$ cat config.mk
export PLATFORM = sky130hd
export DESIGN_NAME = in_order_reply_reorder_core
export DESIGN_NICKNAME = d
export VERILOG_FILES = /design/src/rtl/iorr_pkg.sv /design/src/rtl/iorr_ctrl.sv /design/src/rtl/iorr_dp.sv /design/src/rtl/in_order_reply_reorder_core.sv
export SDC_FILE = /design/constraint.sdc
export NUM_CORES = 1
export LEC_CHECK = 0
export CORE_MARGIN = 2
export CORE_UTILIZATION = 35
export DETAILED_ROUTE_END_ITERATION = 7
export DONT_BUFFER_PORTS = 1
export HOLD_SLACK_MARGIN = 0.03
export PLACE_DENSITY = 0.55
export SYNTH_ARGS = -nofsm -noshare
export SYNTH_HDL_FRONTEND = slang
export SYNTH_HIERARCHICAL = 1
export SYNTH_SLANG_ARGS = --single-unit
$ cat constraint.sdc
create_clock -name i_clk -period 6.4 [get_ports i_clk]
set_input_delay 1.28 -clock i_clk [delete_from_list [all_inputs] [get_ports i_clk]]
set_output_delay 1.28 -clock i_clk [all_outputs]
set_load 0.02 [all_outputs]
$ cat src/rtl/iorr_pkg.sv
// ----------------------------------------------------------------------------
// iorr_pkg
// Shared types and defaults for the in-order reply reorder core.
// ----------------------------------------------------------------------------
package iorr_pkg;

    localparam int WINDOW_DEF      = 16;
    localparam int HANDLE_BITS_DEF = 16;
    localparam int ID_BITS         = 8;

    typedef enum logic [1:0] {
        S_IDLE,
        S_EVAL,
        S_SCAN
    } t_state;

    typedef enum logic [2:0] {
        PUSH_NONE,
        PUSH_DIRECT,
        PUSH_ERROR,
        PUSH_PEND_MID,
        PUSH_PEND_LAST
    } t_push;

    typedef struct packed {
        logic  cap_in;
        logic  store_slot;
        logic  advance;
        logic  clear_head;
        logic  pend_load_in;
        logic  pend_load_slot;
        logic  pend_clear;
        t_push push;
    } t_cmd;

    typedef struct packed {
        logic pass_through;
        logic out_of_window;
        logic dist_zero;
        logic in_present;
        logic head_valid;
        logic head_has_buf;
        logic pend_valid;
        logic out_free;
    } t_status;

endpackage

$ cat src/rtl/iorr_ctrl.sv
// ----------------------------------------------------------------------------
// iorr_ctrl
// Sequencer: takes a transaction, classifies it, then walks held slots.
// ----------------------------------------------------------------------------
module iorr_ctrl
    import iorr_pkg::*;
(
    input  logic    i_clk,
    input  logic    i_rst_n,
    input  logic    i_valid,
    input  t_status i_status,
    output logic    o_stall,
    output t_cmd    o_cmd
);

    t_state r_state;
    t_state n_state;

    always_ff @(posedge i_clk) begin
        if (!i_rst_n) begin
            r_state <= S_IDLE;
        end else begin
            r_state <= n_state;
        end
    end

    // next state
    always_comb begin
        n_state = r_state;
        case (r_state)
            S_IDLE: begin
                if (i_valid) begin
                    n_state = S_EVAL;
                end
            end
            S_EVAL: begin
                if (i_status.pass_through) begin
                    if (!i_status.in_present || i_status.out_free) begin
                        n_state = S_IDLE;
                    end
                end else if (i_status.out_of_window) begin
                    if (i_status.out_free) begin
                        n_state = S_IDLE;
                    end
                end else if (i_status.dist_zero) begin
                    n_state = S_SCAN;
                end else begin
                    n_state = S_IDLE;
                end
            end
            S_SCAN: begin
                if (!i_status.head_valid) begin
                    if (!i_status.pend_valid || i_status.out_free) begin
                        n_state = S_IDLE;
                    end
                end
            end
            default: n_state = S_IDLE;
        endcase
    end

    // outputs
    always_comb begin
        o_cmd   = '{default: '0, push: PUSH_NONE};
        o_stall = (r_state != S_IDLE);
        case (r_state)
            S_IDLE: begin
                o_cmd.cap_in = i_valid;
            end
            S_EVAL: begin
                if (i_status.pass_through) begin
                    if (i_status.in_present && i_status.out_free) begin
                        o_cmd.push = PUSH_DIRECT;
                    end
                end else if (i_status.out_of_window) begin
                    if (i_status.out_free) begin
                        o_cmd.push = PUSH_ERROR;
                    end
                end else if (i_status.dist_zero) begin
                    o_cmd.pend_load_in = 1'b1;
                    o_cmd.advance      = 1'b1;
                end else begin
                    o_cmd.store_slot = 1'b1;
                end
            end
            S_SCAN: begin
                if (i_status.head_valid) begin
                    // a buffered slot displaces the pending result
                    if (!(i_status.head_has_buf && i_status.pend_valid &&
                          !i_status.out_free)) begin
                        o_cmd.clear_head = 1'b1;
                        o_cmd.advance    = 1'b1;
                        if (i_status.head_has_buf) begin
                            o_cmd.pend_load_slot = 1'b1;
                            if (i_status.pend_valid) begin
                                o_cmd.push = PUSH_PEND_MID;
                            end
                        end
                    end
                end else if (i_status.pend_valid) begin
                    if (i_status.out_free) begin
                        o_cmd.push       = PUSH_PEND_LAST;
                        o_cmd.pend_clear = 1'b1;
                    end
                end
            end
            default: ;
        endcase
    end

endmodule

$ cat src/rtl/iorr_dp.sv
// ----------------------------------------------------------------------------
// iorr_dp
// Datapath: input capture, head pointer, slot table, pending and output regs.
// ----------------------------------------------------------------------------
module iorr_dp
    import iorr_pkg::*;
#(
    parameter int WINDOW      = WINDOW_DEF,
    parameter int HANDLE_BITS = HANDLE_BITS_DEF
) (
    input  logic                   i_clk,
    input  logic                   i_rst_n,
    input  logic                   i_cfg_valid,
    input  logic                   i_cfg_pass_through,
    input  logic [ID_BITS-1:0]     i_reply_id,
    input  logic [HANDLE_BITS-1:0] i_reply_handle,
    input  logic                   i_buffer_present,
    input  logic                   i_stall,
    input  t_cmd                   i_cmd,
    output t_status                o_status,
    output logic                   o_valid,
    output logic [HANDLE_BITS-1:0] o_out_handle,
    output logic [ID_BITS-1:0]     o_out_id,
    output logic                   o_window_error,
    output logic                   o_last_of_run
);

    localparam int SW = (WINDOW > 1) ? $clog2(WINDOW) : 1;
    localparam logic [SW-1:0]      LAST_SLOT = SW'(WINDOW - 1);
    localparam logic [ID_BITS-1:0] WIN_ID    = ID_BITS'(WINDOW);

    logic                   r_pass_through;
    logic [ID_BITS-1:0]     r_in_id;
    logic [HANDLE_BITS-1:0] r_in_handle;
    logic                   r_in_present;
    logic [ID_BITS-1:0]     r_head_id;
    logic [SW-1:0]          r_head_slot;
    logic [WINDOW-1:0]      r_slot_valid;
    logic [WINDOW-1:0]      r_slot_buf;
    logic [HANDLE_BITS-1:0] r_slot_handle [WINDOW];
    logic                   r_pend_valid;
    logic [HANDLE_BITS-1:0] r_pend_handle;
    logic [ID_BITS-1:0]     r_pend_id;
    logic                   r_out_valid;
    logic [HANDLE_BITS-1:0] r_out_handle;
    logic [ID_BITS-1:0]     r_out_id;
    logic                   r_out_err;
    logic                   r_out_last;

    logic [ID_BITS-1:0] id_offset;
    logic [SW:0]        slot_sum;
    logic [SW-1:0]      store_slot;
    logic               out_free;

    assign id_offset = r_in_id - r_head_id;
    assign slot_sum  = {1'b0, r_head_slot} + {1'b0, id_offset[SW-1:0]};
    assign store_slot = (slot_sum >= (SW+1)'(WINDOW)) ?
                        SW'(slot_sum - (SW+1)'(WINDOW)) : slot_sum[SW-1:0];
    assign out_free = !r_out_valid || !i_stall;

    assign o_status.pass_through  = r_pass_through;
    assign o_status.out_of_window = (id_offset >= WIN_ID);
    assign o_status.dist_zero     = (id_offset == '0);
    assign o_status.in_present    = r_in_present;
    assign o_status.head_valid    = r_slot_valid[r_head_slot];
    assign o_status.head_has_buf  = r_slot_buf[r_head_slot];
    assign o_status.pend_valid    = r_pend_valid;
    assign o_status.out_free      = out_free;

    // control state
    always_ff @(posedge i_clk) begin
        if (!i_rst_n) begin
            r_pass_through <= 1'b0;
            r_head_id      <= '0;
            r_head_slot    <= '0;
            r_slot_valid   <= '0;
            r_pend_valid   <= 1'b0;
            r_out_valid    <= 1'b0;
        end else begin
            if (i_cfg_valid) begin
                r_pass_through <= i_cfg_pass_through;
            end
            if (i_cmd.advance) begin
                r_head_id   <= r_head_id + 1'b1;
                r_head_slot <= (r_head_slot == LAST_SLOT) ? '0 : r_head_slot + 1'b1;
            end
            if (i_cmd.clear_head) begin
                r_slot_valid[r_head_slot] <= 1'b0;
            end
            // duplicate early ids keep the first reply
            if (i_cmd.store_slot && !r_slot_valid[store_slot]) begin
                r_slot_valid[store_slot] <= 1'b1;
            end
            if (i_cmd.pend_load_in) begin
                r_pend_valid <= r_in_present;
            end else if (i_cmd.pend_load_slot) begin
                r_pend_valid <= 1'b1;
            end else if (i_cmd.pend_clear) begin
                r_pend_valid <= 1'b0;
            end
            if (i_cmd.push != PUSH_NONE) begin
                r_out_valid <= 1'b1;
            end else if (!i_stall) begin
                r_out_valid <= 1'b0;
            end
        end
    end

    // payload
    always_ff @(posedge i_clk) begin
        if (i_cmd.cap_in) begin
            r_in_id      <= i_reply_id;
            r_in_handle  <= i_reply_handle;
            r_in_present <= i_buffer_present;
        end
        if (i_cmd.store_slot && !r_slot_valid[store_slot]) begin
            r_slot_buf[store_slot]    <= r_in_present;
            r_slot_handle[store_slot] <= r_in_handle;
        end
        if (i_cmd.pend_load_in) begin
            r_pend_handle <= r_in_handle;
            r_pend_id     <= r_in_id;
        end else if (i_cmd.pend_load_slot) begin
            r_pend_handle <= r_slot_handle[r_head_slot];
            r_pend_id     <= r_head_id;
        end
        case (i_cmd.push)
            PUSH_DIRECT: begin
                r_out_handle <= r_in_handle;
                r_out_id     <= r_in_id;
                r_out_err    <= 1'b0;
                r_out_last   <= 1'b1;
            end
            PUSH_ERROR: begin
                r_out_handle <= '0;
                r_out_id     <= r_in_id;
                r_out_err    <= 1'b1;
                r_out_last   <= 1'b1;
            end
            PUSH_PEND_MID: begin
                r_out_handle <= r_pend_handle;
                r_out_id     <= r_pend_id;
                r_out_err    <= 1'b0;
                r_out_last   <= 1'b0;
            end
            PUSH_PEND_LAST: begin
                r_out_handle <= r_pend_handle;
                r_out_id     <= r_pend_id;
                r_out_err    <= 1'b0;
                r_out_last   <= 1'b1;
            end
            default: ;
        endcase
    end

    assign o_valid        = r_out_valid;
    assign o_out_handle   = r_out_handle;
    assign o_out_id       = r_out_id;
    assign o_window_error = r_out_err;
    assign o_last_of_run  = r_out_last;

endmodule

$ cat src/rtl/in_order_reply_reorder_core.sv
// ----------------------------------------------------------------------------
// in_order_reply_reorder_core
// Releases completed replies in request order, or in arrival order when
// pass-through is set.
// ----------------------------------------------------------------------------
// The core takes one reply transaction at a time. A reply is captured, then
// classified; a reply at the head id then has the sequencer walk each held
// slot of the run in turn and close the run (held replies without a buffer
// are walked but release nothing). The sequencer walks the slot table one
// entry per cycle, but a buffered slot waits while a result is pending and
// the output is stalled. Results are delayed by one step so that last_of_run
// can be marked on the final released reply. Early replies wait in a
// WINDOW-entry slot table; ids outside the window come out once with
// window_error set and are dropped.
module in_order_reply_reorder_core
    import iorr_pkg::*;
#(
    parameter int WINDOW      = WINDOW_DEF,
    parameter int HANDLE_BITS = HANDLE_BITS_DEF
) (
    input  logic                   i_clk,
    input  logic                   i_rst_n,
    input  logic                   i_cfg_valid,
    output logic                   o_cfg_ready,
    input  logic                   i_cfg_pass_through,
    input  logic                   i_valid,
    output logic                   o_stall,
    input  logic [ID_BITS-1:0]     i_reply_id,
    input  logic [HANDLE_BITS-1:0] i_reply_handle,
    input  logic                   i_buffer_present,
    output logic                   o_valid,
    input  logic                   i_stall,
    output logic [HANDLE_BITS-1:0] o_out_handle,
    output logic [ID_BITS-1:0]     o_out_id,
    output logic                   o_window_error,
    output logic                   o_last_of_run
);

    t_cmd    cmd;
    t_status status;

    assign o_cfg_ready = 1'b1;

    iorr_ctrl u_ctrl (
        .i_clk    (i_clk),
        .i_rst_n  (i_rst_n),
        .i_valid  (i_valid),
        .i_status (status),
        .o_stall  (o_stall),
        .o_cmd    (cmd)
    );

    iorr_dp #(
        .WINDOW      (WINDOW),
        .HANDLE_BITS (HANDLE_BITS)
    ) u_dp (
        .i_clk              (i_clk),
        .i_rst_n            (i_rst_n),
        .i_cfg_valid        (i_cfg_valid),
        .i_cfg_pass_through (i_cfg_pass_through),
        .i_reply_id         (i_reply_id),
        .i_reply_handle     (i_reply_handle),
        .i_buffer_present   (i_buffer_present),
        .i_stall            (i_stall),
        .i_cmd              (cmd),
        .o_status           (status),
        .o_valid            (o_valid),
        .o_out_handle       (o_out_handle),
        .o_out_id           (o_out_id),
        .o_window_error     (o_window_error),
        .o_last_of_run      (o_last_of_run)
    );

endmodule

==> results of run 1 <==
==> through the flow <==
stage / std cells / util (%) / setup WS [ns] / hold WS (ns) / cell area [sq um]
floorplan: 964 / - / 1.446 / 0.4547 / 16170
global placement: 1533 / 37.23 / 2.138 / 0.4687 / 16930
detailed placement: 1533 / 37.23 / 2.005 / 0.4733 / 16930
CTS: 1608 / 40.23 / 2.001 / 0.4813 / 18300
global route: 1608 / 40.23 / 1.614 / 0.5090 / 18300
finish: 1608 / 40.23 / 1.962 / 0.4786 / 18300
==> critical path: stages (launching register included) <==
cell	delay, ns
sky130_fd_sc_hd__dfxtp_1	0.39
sky130_fd_sc_hd__inv_1	0.08
sky130_fd_sc_hd__ha_1	0.35
sky130_fd_sc_hd__a21oi_1	0.60
sky130_fd_sc_hd__a21oi_1	0.17
sky130_fd_sc_hd__o21ba_2	0.22
sky130_fd_sc_hd__a211o_1	0.27
sky130_fd_sc_hd__nor4b_1	0.63
sky130_fd_sc_hd__inv_1	0.31
sky130_fd_sc_hd__a2111oi_0	0.95
sky130_fd_sc_hd__nand3_1	0.18
sky130_fd_sc_hd__a31oi_1	0.20
==> kinds of logic (layout without fill, tap and decap cells) <==
logic type / after synthesis / in the layout / share of synthesized area [%]
AND/OR/NAND/NOR: 186 / 186 / 6.119
XOR/XNOR: 18 / 18 / 1.091
AO/OA/AOI/OAI: 154 / 154 / 6.916
buffers and inverters: 93 / 137 / 2.700
multiplexers: 106 / 106 / 12.35
other: 1 / 1 / 0.02318
flip-flops: 384 / 384 / 69.00
adder cells (fa/ha/maj): 22 / 22 / 1.795
==> synthesized netlist by cell type (3+ instances only) <==
master                      instances  area share (%)
sky130_fd_sc_hd__a2111oi_0          8            0.43
sky130_fd_sc_hd__a2111oi_1          7            0.43
sky130_fd_sc_hd__a21oi_1            8            0.25
sky130_fd_sc_hd__a22o_1            33             1.8
sky130_fd_sc_hd__a31oi_1           33             1.3
sky130_fd_sc_hd__and2_1            13            0.50
sky130_fd_sc_hd__buf_2             16            0.50
sky130_fd_sc_hd__buf_4             10            0.46
sky130_fd_sc_hd__buf_6              4            0.28
sky130_fd_sc_hd__clkbuf_1          26            0.60
sky130_fd_sc_hd__dfxtp_1           37             4.6
sky130_fd_sc_hd__edfxtp_1         347              64
sky130_fd_sc_hd__ha_1              20             1.5
sky130_fd_sc_hd__inv_1             36            0.84
sky130_fd_sc_hd__mux2_2             8            0.56
sky130_fd_sc_hd__mux2i_1           23             1.4
sky130_fd_sc_hd__mux4_2            74              10
sky130_fd_sc_hd__nand2_1           65             1.5
sky130_fd_sc_hd__nand2b_1          20            0.77
sky130_fd_sc_hd__nand3_1           28            0.87
sky130_fd_sc_hd__nand3b_1           3            0.14
sky130_fd_sc_hd__nand4_1           11            0.43
sky130_fd_sc_hd__nor2_1             8            0.19
sky130_fd_sc_hd__nor2b_1           10            0.39
sky130_fd_sc_hd__nor3_1             3           0.093
sky130_fd_sc_hd__nor4_1             8            0.31
sky130_fd_sc_hd__nor4b_1            3            0.16
sky130_fd_sc_hd__o211ai_1           9            0.42
sky130_fd_sc_hd__o21a_1             3            0.14
sky130_fd_sc_hd__o21ai_0           31            0.96
sky130_fd_sc_hd__o21ai_1            7            0.22
sky130_fd_sc_hd__xnor2_1           14            0.76
sky130_fd_sc_hd__xor2_1             3            0.16
==> worst min path at each step <==
stage	slack, ns	end
after CTS	0.48	u_ctrl/r_state[0]$_SDFFE_PN0P_
after detailed placement	0.47	u_ctrl/r_state[0]$_SDFFE_PN0P_
after global placement	0.47	u_ctrl/r_state[0]$_SDFFE_PN0P_
after floorplan	0.45	u_ctrl/r_state[1]$_SDFFE_PN0P_
final	0.48	u_ctrl/r_state[0]$_SDFFE_PN0P_
after global routing	0.51	u_ctrl/r_state[0]$_SDFFE_PN0P_
==> layer usage <==
metal / vias to the layer above / track usage, %
met5: - / 0
met4: 2 / 4.369
met3: 63 / 2.633
met2: 265 / 24.08
met1: 4447 / 21.71
li1: 3863 / -
==> report_power, final <==
part	total [uW]	leakage, uW	switching [uW]	internal [uW]
combinational	132	0.00146	90.6	41.8
sequential	2840	0.00345	62.7	2780
clock	2390	0.000667	984	1410
==> sequential cells by signal (all words and copies together), names as in the netlist, 2 cells and up, named ones only <==
register	count
u_dp/r_slot_handle	256
u_dp/r_in_id	8
u_dp/r_slot_buf	16
u_ctrl/r_state	2
u_dp/r_head_id	8
u_dp/r_slot_valid	16
u_dp/r_head_slot	4
u_dp/r_pend_id	8
u_dp/o_out_handle	16
u_dp/r_pend_handle	16
u_dp/r_in_handle	16
u_dp/o_out_id	8
==> layout make-up <==
cell class,instances,area [sq um]
inverters,36,135.1
multi-input cells,487,4682
clock inverters,25,254.0
clock buffers,50,1111
fillers,4145,27180
repair buffers,26,195.2
flip-flops and latches,384,11170
well taps,600,750.7
==> results summary, run 1 <==
The cell row count came out at 78. The critical path is of the flop to flop type. The critical path data arrival time is 4.91 ns. The flow ran to the end, and the final reports show no timing, DRC or antenna violations. The region available for standard cell placement spans 45480 sq um.

The number of nets in the synthesized netlist is 1017. The detailed router used layers up to and including met5. The first-pass GRT wire length is 54.57 mm. The number of nets in the final layout is 1029. The antenna cell count came out at 0. The maximum clock path buffer count came out at 3. For flop-to-flop paths, the worst setup slack is 1.96 ns. The part of the Yosys area used for sequential elements came out at 69.00%.

The worst max-slew margin expressed relative to the limit came out at 22.40%. The met1 wire length is 16.54 mm. Subtracting the final worst setup slack from the clock period gives 4.438 ns. The area growth from synthesis to layout is 13.13%. For this block, the initial DRC count from the detailed router was 1067. The worst hold path begins at u_ctrl/r_state[0]$_SDFFE_PN0P_. The number of buffer cells added on primary ports is 0. The synthesized area divided by synthesized cell count came out at 16.78 sq um.

The most critical setup path has its endpoint at u_dp/r_slot_valid[14]$_SDFF_PN0_. The largest driver fanout on the critical path came out at 11. For this block, the routed nets add up to 36.51 mm of wire. The post-CTS repair timing setup buffer count is 0. The detailed-route wire length per cell came out at 22.70 um.

The total routing resource utilization after global routing came out at 15.25%. The global placer's final weighted congestion came out at 0.8648. The number of gates resized after CTS was 0.

In this run, post-CTS hold repair placed 0 buffers. The post-synthesis async set-or-reset flop share is 0%. Dividing the detail-routed via count by the number of cells gives 5.373.

The launching instance or port of the critical path is u_dp/r_head_id[2]$_SDFFE_PN0P_. The transition time of the tightest slew-check pin is 1.135 ns. The tightest min-delay check is of the flop to flop type. The summed instance area of the synthesized netlist came out at 16170 sq um.

The CTS buffer count is 41. TritonCTS built the clock tree. The library cell used most frequently in the layout, excluding fill and tap cells, is sky130_fd_sc_hd__edfxtp_1. The met3 wire length came out at 1.953 mm. The number of distinct library cell variants in the gate-level netlist after synthesis came out at 62. The number of primary I/O pins is 60. The count of final max-slew check failures came to 0.

The insertion delay of the later-clocked pin in the worst-skew pair came out at 0.56 ns. The post-route total power came out at 5361 uW. The number of remaining DRC errors came out at 0.

The sum of overflow across all layers after global routing came out at 0. The number of failing setup endpoints in the final timing report came out at 0. The number of clock sinks seen by CTS is 384. The achievable clock frequency is 0.2253 GHz.

The count of yosys warnings during synthesis is 6. STA classifies the critical path startpoint as a flop. The count of antenna-violating nets left after detailed routing is 0.

Clock-pin slew was measured on the worst setup and hold paths at 0.06 ns. Entering global routing, the biggest net connects 50 pins. The required time of the critical path came out at 6.87 ns. The H-tree was split into 2 levels. The number of max-cap violations is 0. Leaving out fill and tap cells, the most frequent cells in the layout are sky130_fd_sc_hd__edfxtp_1 (347), sky130_fd_sc_hd__mux4_2 (74), sky130_fd_sc_hd__nand2_1 (65). The most used flip-flop cell after synthesis is sky130_fd_sc_hd__edfxtp_1. The total iterations of the first detailed-routing run came out at 6. The estimated wirelength of the detail-placed design is 21.81 mm. The synthesized design contains 384 register bits. The final critical path takes up 69.35% of the cycle. The number of antenna violations at the first check in global routing is 1.

The height of the die came out at 219.0 um. The sum of negative setup slack came out at 0 ns. The width of the die is 219.0 um.

The floorplan die area came out at 47950 sq um. The clock root buffer is sky130_fd_sc_hd__clkbuf_16. In the synthesized netlist, the number of instances is 964. IR analysis of the VDD net gives a maximum drop of 0.1564 mV.

The number of vias after detailed routing came out at 8640. The worst register-to-register path ends at u_dp/r_slot_valid[14]$_SDFF_PN0_. The startpoint identified for the worst register-to-register timing path is u_dp/r_head_id[2]$_SDFFE_PN0P_. For this configuration, the core starts out at a cell density of 35.56%. The worst hold path passes through 2 cells.

The sum of met2 wire segment lengths after detailed routing came out at 17.13 mm. The final-report hold violation count came out at 0. The static leakage is 0.005571 uW. Setup repair after global routing left no endpoint under its margin. The fraction of layout cells with a size suffix above 1 is 20.44%. STA classifies the critical path endpoint as a flop. Power spread over the standard cell area amounts to 293.0 nW/um^2.

The count of cells along the worst register-to-register path came out at 11. The via count of the first global-routing pass is 8449. The number of enable-type register cells in the synthesized netlist came out at 347. The worst clock skew came out at 0.02547 ns.
No activity file was read; power rests on OpenSTA's default activity.
==> inputs of run 2 (changes only) <==
PLACE_DENSITY = 0.57   (was 0.55)
clock period = 4.05 ns   (was 6.4 ns; I/O delays follow)
==> results summary, run 2 (same netlist as run 1, synthesis figures left out) <==
Run status: completed (unchanged). The CTS buffer count is 42 (was 41). The pin count of the biggest net entering global routing is 41 (was 50).

The switching fraction of total power was 21.33% (was 21.22%). The detailed-route vias per instance came out at 5.312 (was 5.373). The launch instance of the worst min-delay path is i_reply_handle[15] (was u_ctrl/r_state[0]$_SDFFE_PN0P_). The number of stages on the worst hold path is 0 (was 2). The internal power came out at 6840 uW (was 4223 uW).

The worst path setup slack after routing is 0.2259 ns (was 1.962 ns). The top routing layer in use is met5 (unchanged). The instance area at placement is 17300 sq um (was 16930 sq um).

The number of max-cap violations came out at 0 (unchanged). The transition time of the tightest slew-check pin came out at 0.9555 ns (was 1.135 ns). The met3 wire length is 2.124 mm (was 1.953 mm). The maximum cell stage delay along the critical path is 0.46 ns (was 0.95 ns). Most frequent cells in the layout: sky130_fd_sc_hd__edfxtp_1 (347), sky130_fd_sc_hd__mux4_2 (74), sky130_fd_sc_hd__nand2_1 (65) (unchanged). The critical path data arrival time came out at 4.06 ns (was 4.91 ns). The clock-pin slew on the worst setup and hold paths is 0.06 ns (about the same). The type of the worst min-delay path is input pin to flop (was flop to flop). The net switching power of the design is 1854 uW (was 1138 uW).

The final critical-path share of the clock period is 94.42% (was 69.35%). The met1 wire length is 16.81 mm (was 16.54 mm). The relative area change from synthesis to final layout was 16.08% (was 13.13%). The quantity of hold-fixing buffers added after cts came out at 0 (unchanged).

The number of clock sinks seen by CTS came out at 384 (unchanged). The antenna cell count came out at 0 (unchanged). The relative contribution of sequential cells to total power came out at 51.7% (was 52.9%). The clock root buffer is sky130_fd_sc_hd__clkbuf_16 (unchanged).

The worst setup path category is flop to flop (unchanged). The count of final max-slew check failures is 0 (unchanged). The number of buffer cells added on primary ports came to 0 (unchanged). The achievable clock frequency was 0.2615 GHz (was 0.2253 GHz). The worst clock skew came to 0.03954 ns (was 0.02547 ns).

The sum of met2 wire segment lengths after detailed routing came out at 18.12 mm (was 17.13 mm). The number of vias after detailed routing is 8728 (was 8640). The tightest hold margin came out at 0.3384 ns (was 0.4786 ns). The fraction of layout cells with a size suffix above 1 is 23.59% (was 20.44%).

The reg-to-reg endpoint is u_dp/r_slot_handle[2][0]$_DFFE_PP_ (was u_dp/r_slot_valid[14]$_SDFF_PN0_). The startpoint kind of the worst setup timing path is a flop (unchanged). The final-report hold violation count is 0 (unchanged).

The cell that appears most often on the critical path is sky130_fd_sc_hd__buf_4. The cell row count is 78 (unchanged). The worst setup slack for register-to-register paths is 0.23 ns (was 1.96 ns). The total iterations of the first detailed-routing run came to 5 (was 6). The logic gate share of total power is 2.7% (was 2.5%). The maximum clock path buffer count came out at 3 (unchanged). The startpoint of the lowest-slack register-to-register path is u_dp/r_in_id[6]$_DFFE_PP_ (was u_dp/r_head_id[2]$_SDFFE_PN0P_).

The area of the core region is 45480 sq um (unchanged). The worst-path cell with the longest stage delay is sky130_fd_sc_hd__or3b_2 (was sky130_fd_sc_hd__a2111oi_0). The cell area after layout came out at 18780 sq um (was 18300 sq um). The total routing resource utilization after global routing is 15.98% (was 15.25%). The number of DRC markers after the initial detailed-route iteration is 681 (was 1067). The terminating pin of the worst hold path was u_dp/r_in_handle[15]$_DFFE_PP_ (was u_ctrl/r_state[0]$_SDFFE_PN0P_). The number of primary I/O pins is 60 (unchanged). The flip-flop count of the largest register, all copies and words added is 256 (unchanged).

The number of antenna violations at the first check in global routing was 1 (unchanged). The detailed-route wire length per cell was 22.96 um (was 22.70 um). The floorplan die area is 47950 sq um (unchanged). The share of power burned in the clock network came out at 45.6% (was 44.6%). The largest driver fanout on the critical path is 17 (was 11).

Chain of cells forming the critical path: ha_1, or3b_2, a21boi_0, o211ai_1, a211o_1, nor4b_1, buf_4, nand2_1, buf_4, nor4_2, buf_4 (was inv_1, ha_1, a21oi_1, a21oi_1, o21ba_2, a211o_1, nor4b_1, inv_1, a2111oi_0, nand3_1, a31oi_1). The width of the die came out at 219.0 um (unchanged). The count of antenna-violating nets left after detailed routing came to 0 (unchanged). The first-pass GRT wire length was 56.97 mm (was 54.57 mm). The power density relative to cell area is 463.1 nW/um^2 (was 293.0 nW/um^2). The required time of the critical path is 4.29 ns (was 6.87 ns). The post-route total power is 8694 uW (was 5361 uW). The height of the die is 219.0 um (unchanged). The kind of capture point of the worst setup path was a flop (unchanged). The count of cells along the worst register-to-register path is 11 (unchanged). The clock tree from TritonCTS was done (unchanged). The static leakage is 0.005783 uW (was 0.005571 uW). The commonest non-fill, non-tap cell in the layout is sky130_fd_sc_hd__edfxtp_1 (unchanged). The detailed-route wire length came out at 37.72 mm (was 36.51 mm). The sum of overflow across all layers after global routing is 0 (unchanged).

Unrepaired setup endpoints after global routing: no (unchanged). The peak supply drop is 0.2660 mV (was 0.1564 mV). The global placer's final weighted congestion was 0.8766 (was 0.8648). The largest register by flop count is u_dp/r_slot_handle (unchanged).

The H-tree depth reported by CTS is 2 (unchanged). The worst max-slew margin expressed relative to the limit is 34.65% (was 22.40%). The number of failing setup endpoints in the final timing report is 0 (unchanged). The final critical-path required period came to 3.824 ns (was 4.438 ns). The number of nets in the final layout is 1062 (was 1029). The core occupancy in the finished layout was 41.28% (was 40.23%). The number of remaining DRC errors is 0 (unchanged). The estimated wirelength of the detail-placed design is 23.70 mm (was 21.81 mm).

The initial core utilization is 35.56% (unchanged). The insertion delay of the later-clocked pin in the worst-skew pair came to 0.56 ns (about the same). The via count of the first global-routing pass came out at 8921 (was 8449). The post-place setup slack is 0.05339 ns (was 2.005 ns).
## run 2: worst max path at each step
stage | start | to | slack, ns | cells after the start
final | u_dp/r_in_id[6]$_DFFE_PP_ | u_dp/r_slot_handle[2][0]$_DFFE_PP_ | 0.23 | 11
after floorplan | u_dp/r_in_id[6]$_DFFE_PP_ | u_dp/r_slot_buf[4]$_DFFE_PP_ | -0.74 | 8
after detailed placement | u_dp/r_in_id[6]$_DFFE_PP_ | u_dp/r_slot_handle[5][7]$_DFFE_PP_ | 0.05 | 9
after CTS | u_dp/r_in_id[6]$_DFFE_PP_ | u_dp/r_slot_buf[5]$_DFFE_PP_ | 0.05 | 9
after global routing | u_dp/r_in_id[6]$_DFFE_PP_ | u_dp/r_slot_handle[0][0]$_DFFE_PP_ | 0.008 | 11
after global placement | u_dp/r_in_id[6]$_DFFE_PP_ | u_dp/r_slot_handle[5][5]$_DFFE_PP_ | 0.03 | 9
## run 2: per-stage QoR
step	cells	TNS [ns]
finish	1643	0
detailed placement	1564	0
global route	1643	0
floorplan	964	-79.28
global placement	1564	0
CTS	1642	0
## run 2: power groups by stage
| stage | Clock, uW | Combinational (uW) | Sequential, uW |
|---|---|---|---|
| after floorplan | 0 | 154 | 4530 |
| after global placement | 0 | 232 | 4580 |
| after detailed placement | 0 | 235 | 4580 |
| after CTS | 4070 | 235 | 4500 |
| after global routing | 4230 | 254 | 4500 |
| final | 3970 | 233 | 4490 |
## run 2: layout make-up
class | instances | area [sq um]
tap | 600 | 750.7
clock inverter | 27 | 337.8
inverter | 36 | 135.1
clock buffer | 51 | 1116
timing repair buffer | 58 | 473.0
sequential | 384 | 11170
fill | 4097 | 26700
multi-input combinational | 487 | 4793
## run 2: layer usage
layer	GRT usage [%]	vias up
met5	0	-
li1	-	3929
met4	4.099	2
met2	26.13	253
met1	21.96	4496
met3	3.063	48
## run 2: what timing repair did
action / in CTS / in global routing
pin swaps: 1 / 1
buffers inserted: 0 / 1
endpoints found under the setup margin: 2 / 18
resized for setup: 0 / 1
cloned: 0 / 0
## run 2: critical path: cells and delay by family (launching register included)
kind	cells	cell delay [ns]
simple gates	4	1.28
buf+inv	3	0.77
fa+ha+maj	1	0.35
compound gates	3	0.67
flops	1	0.42
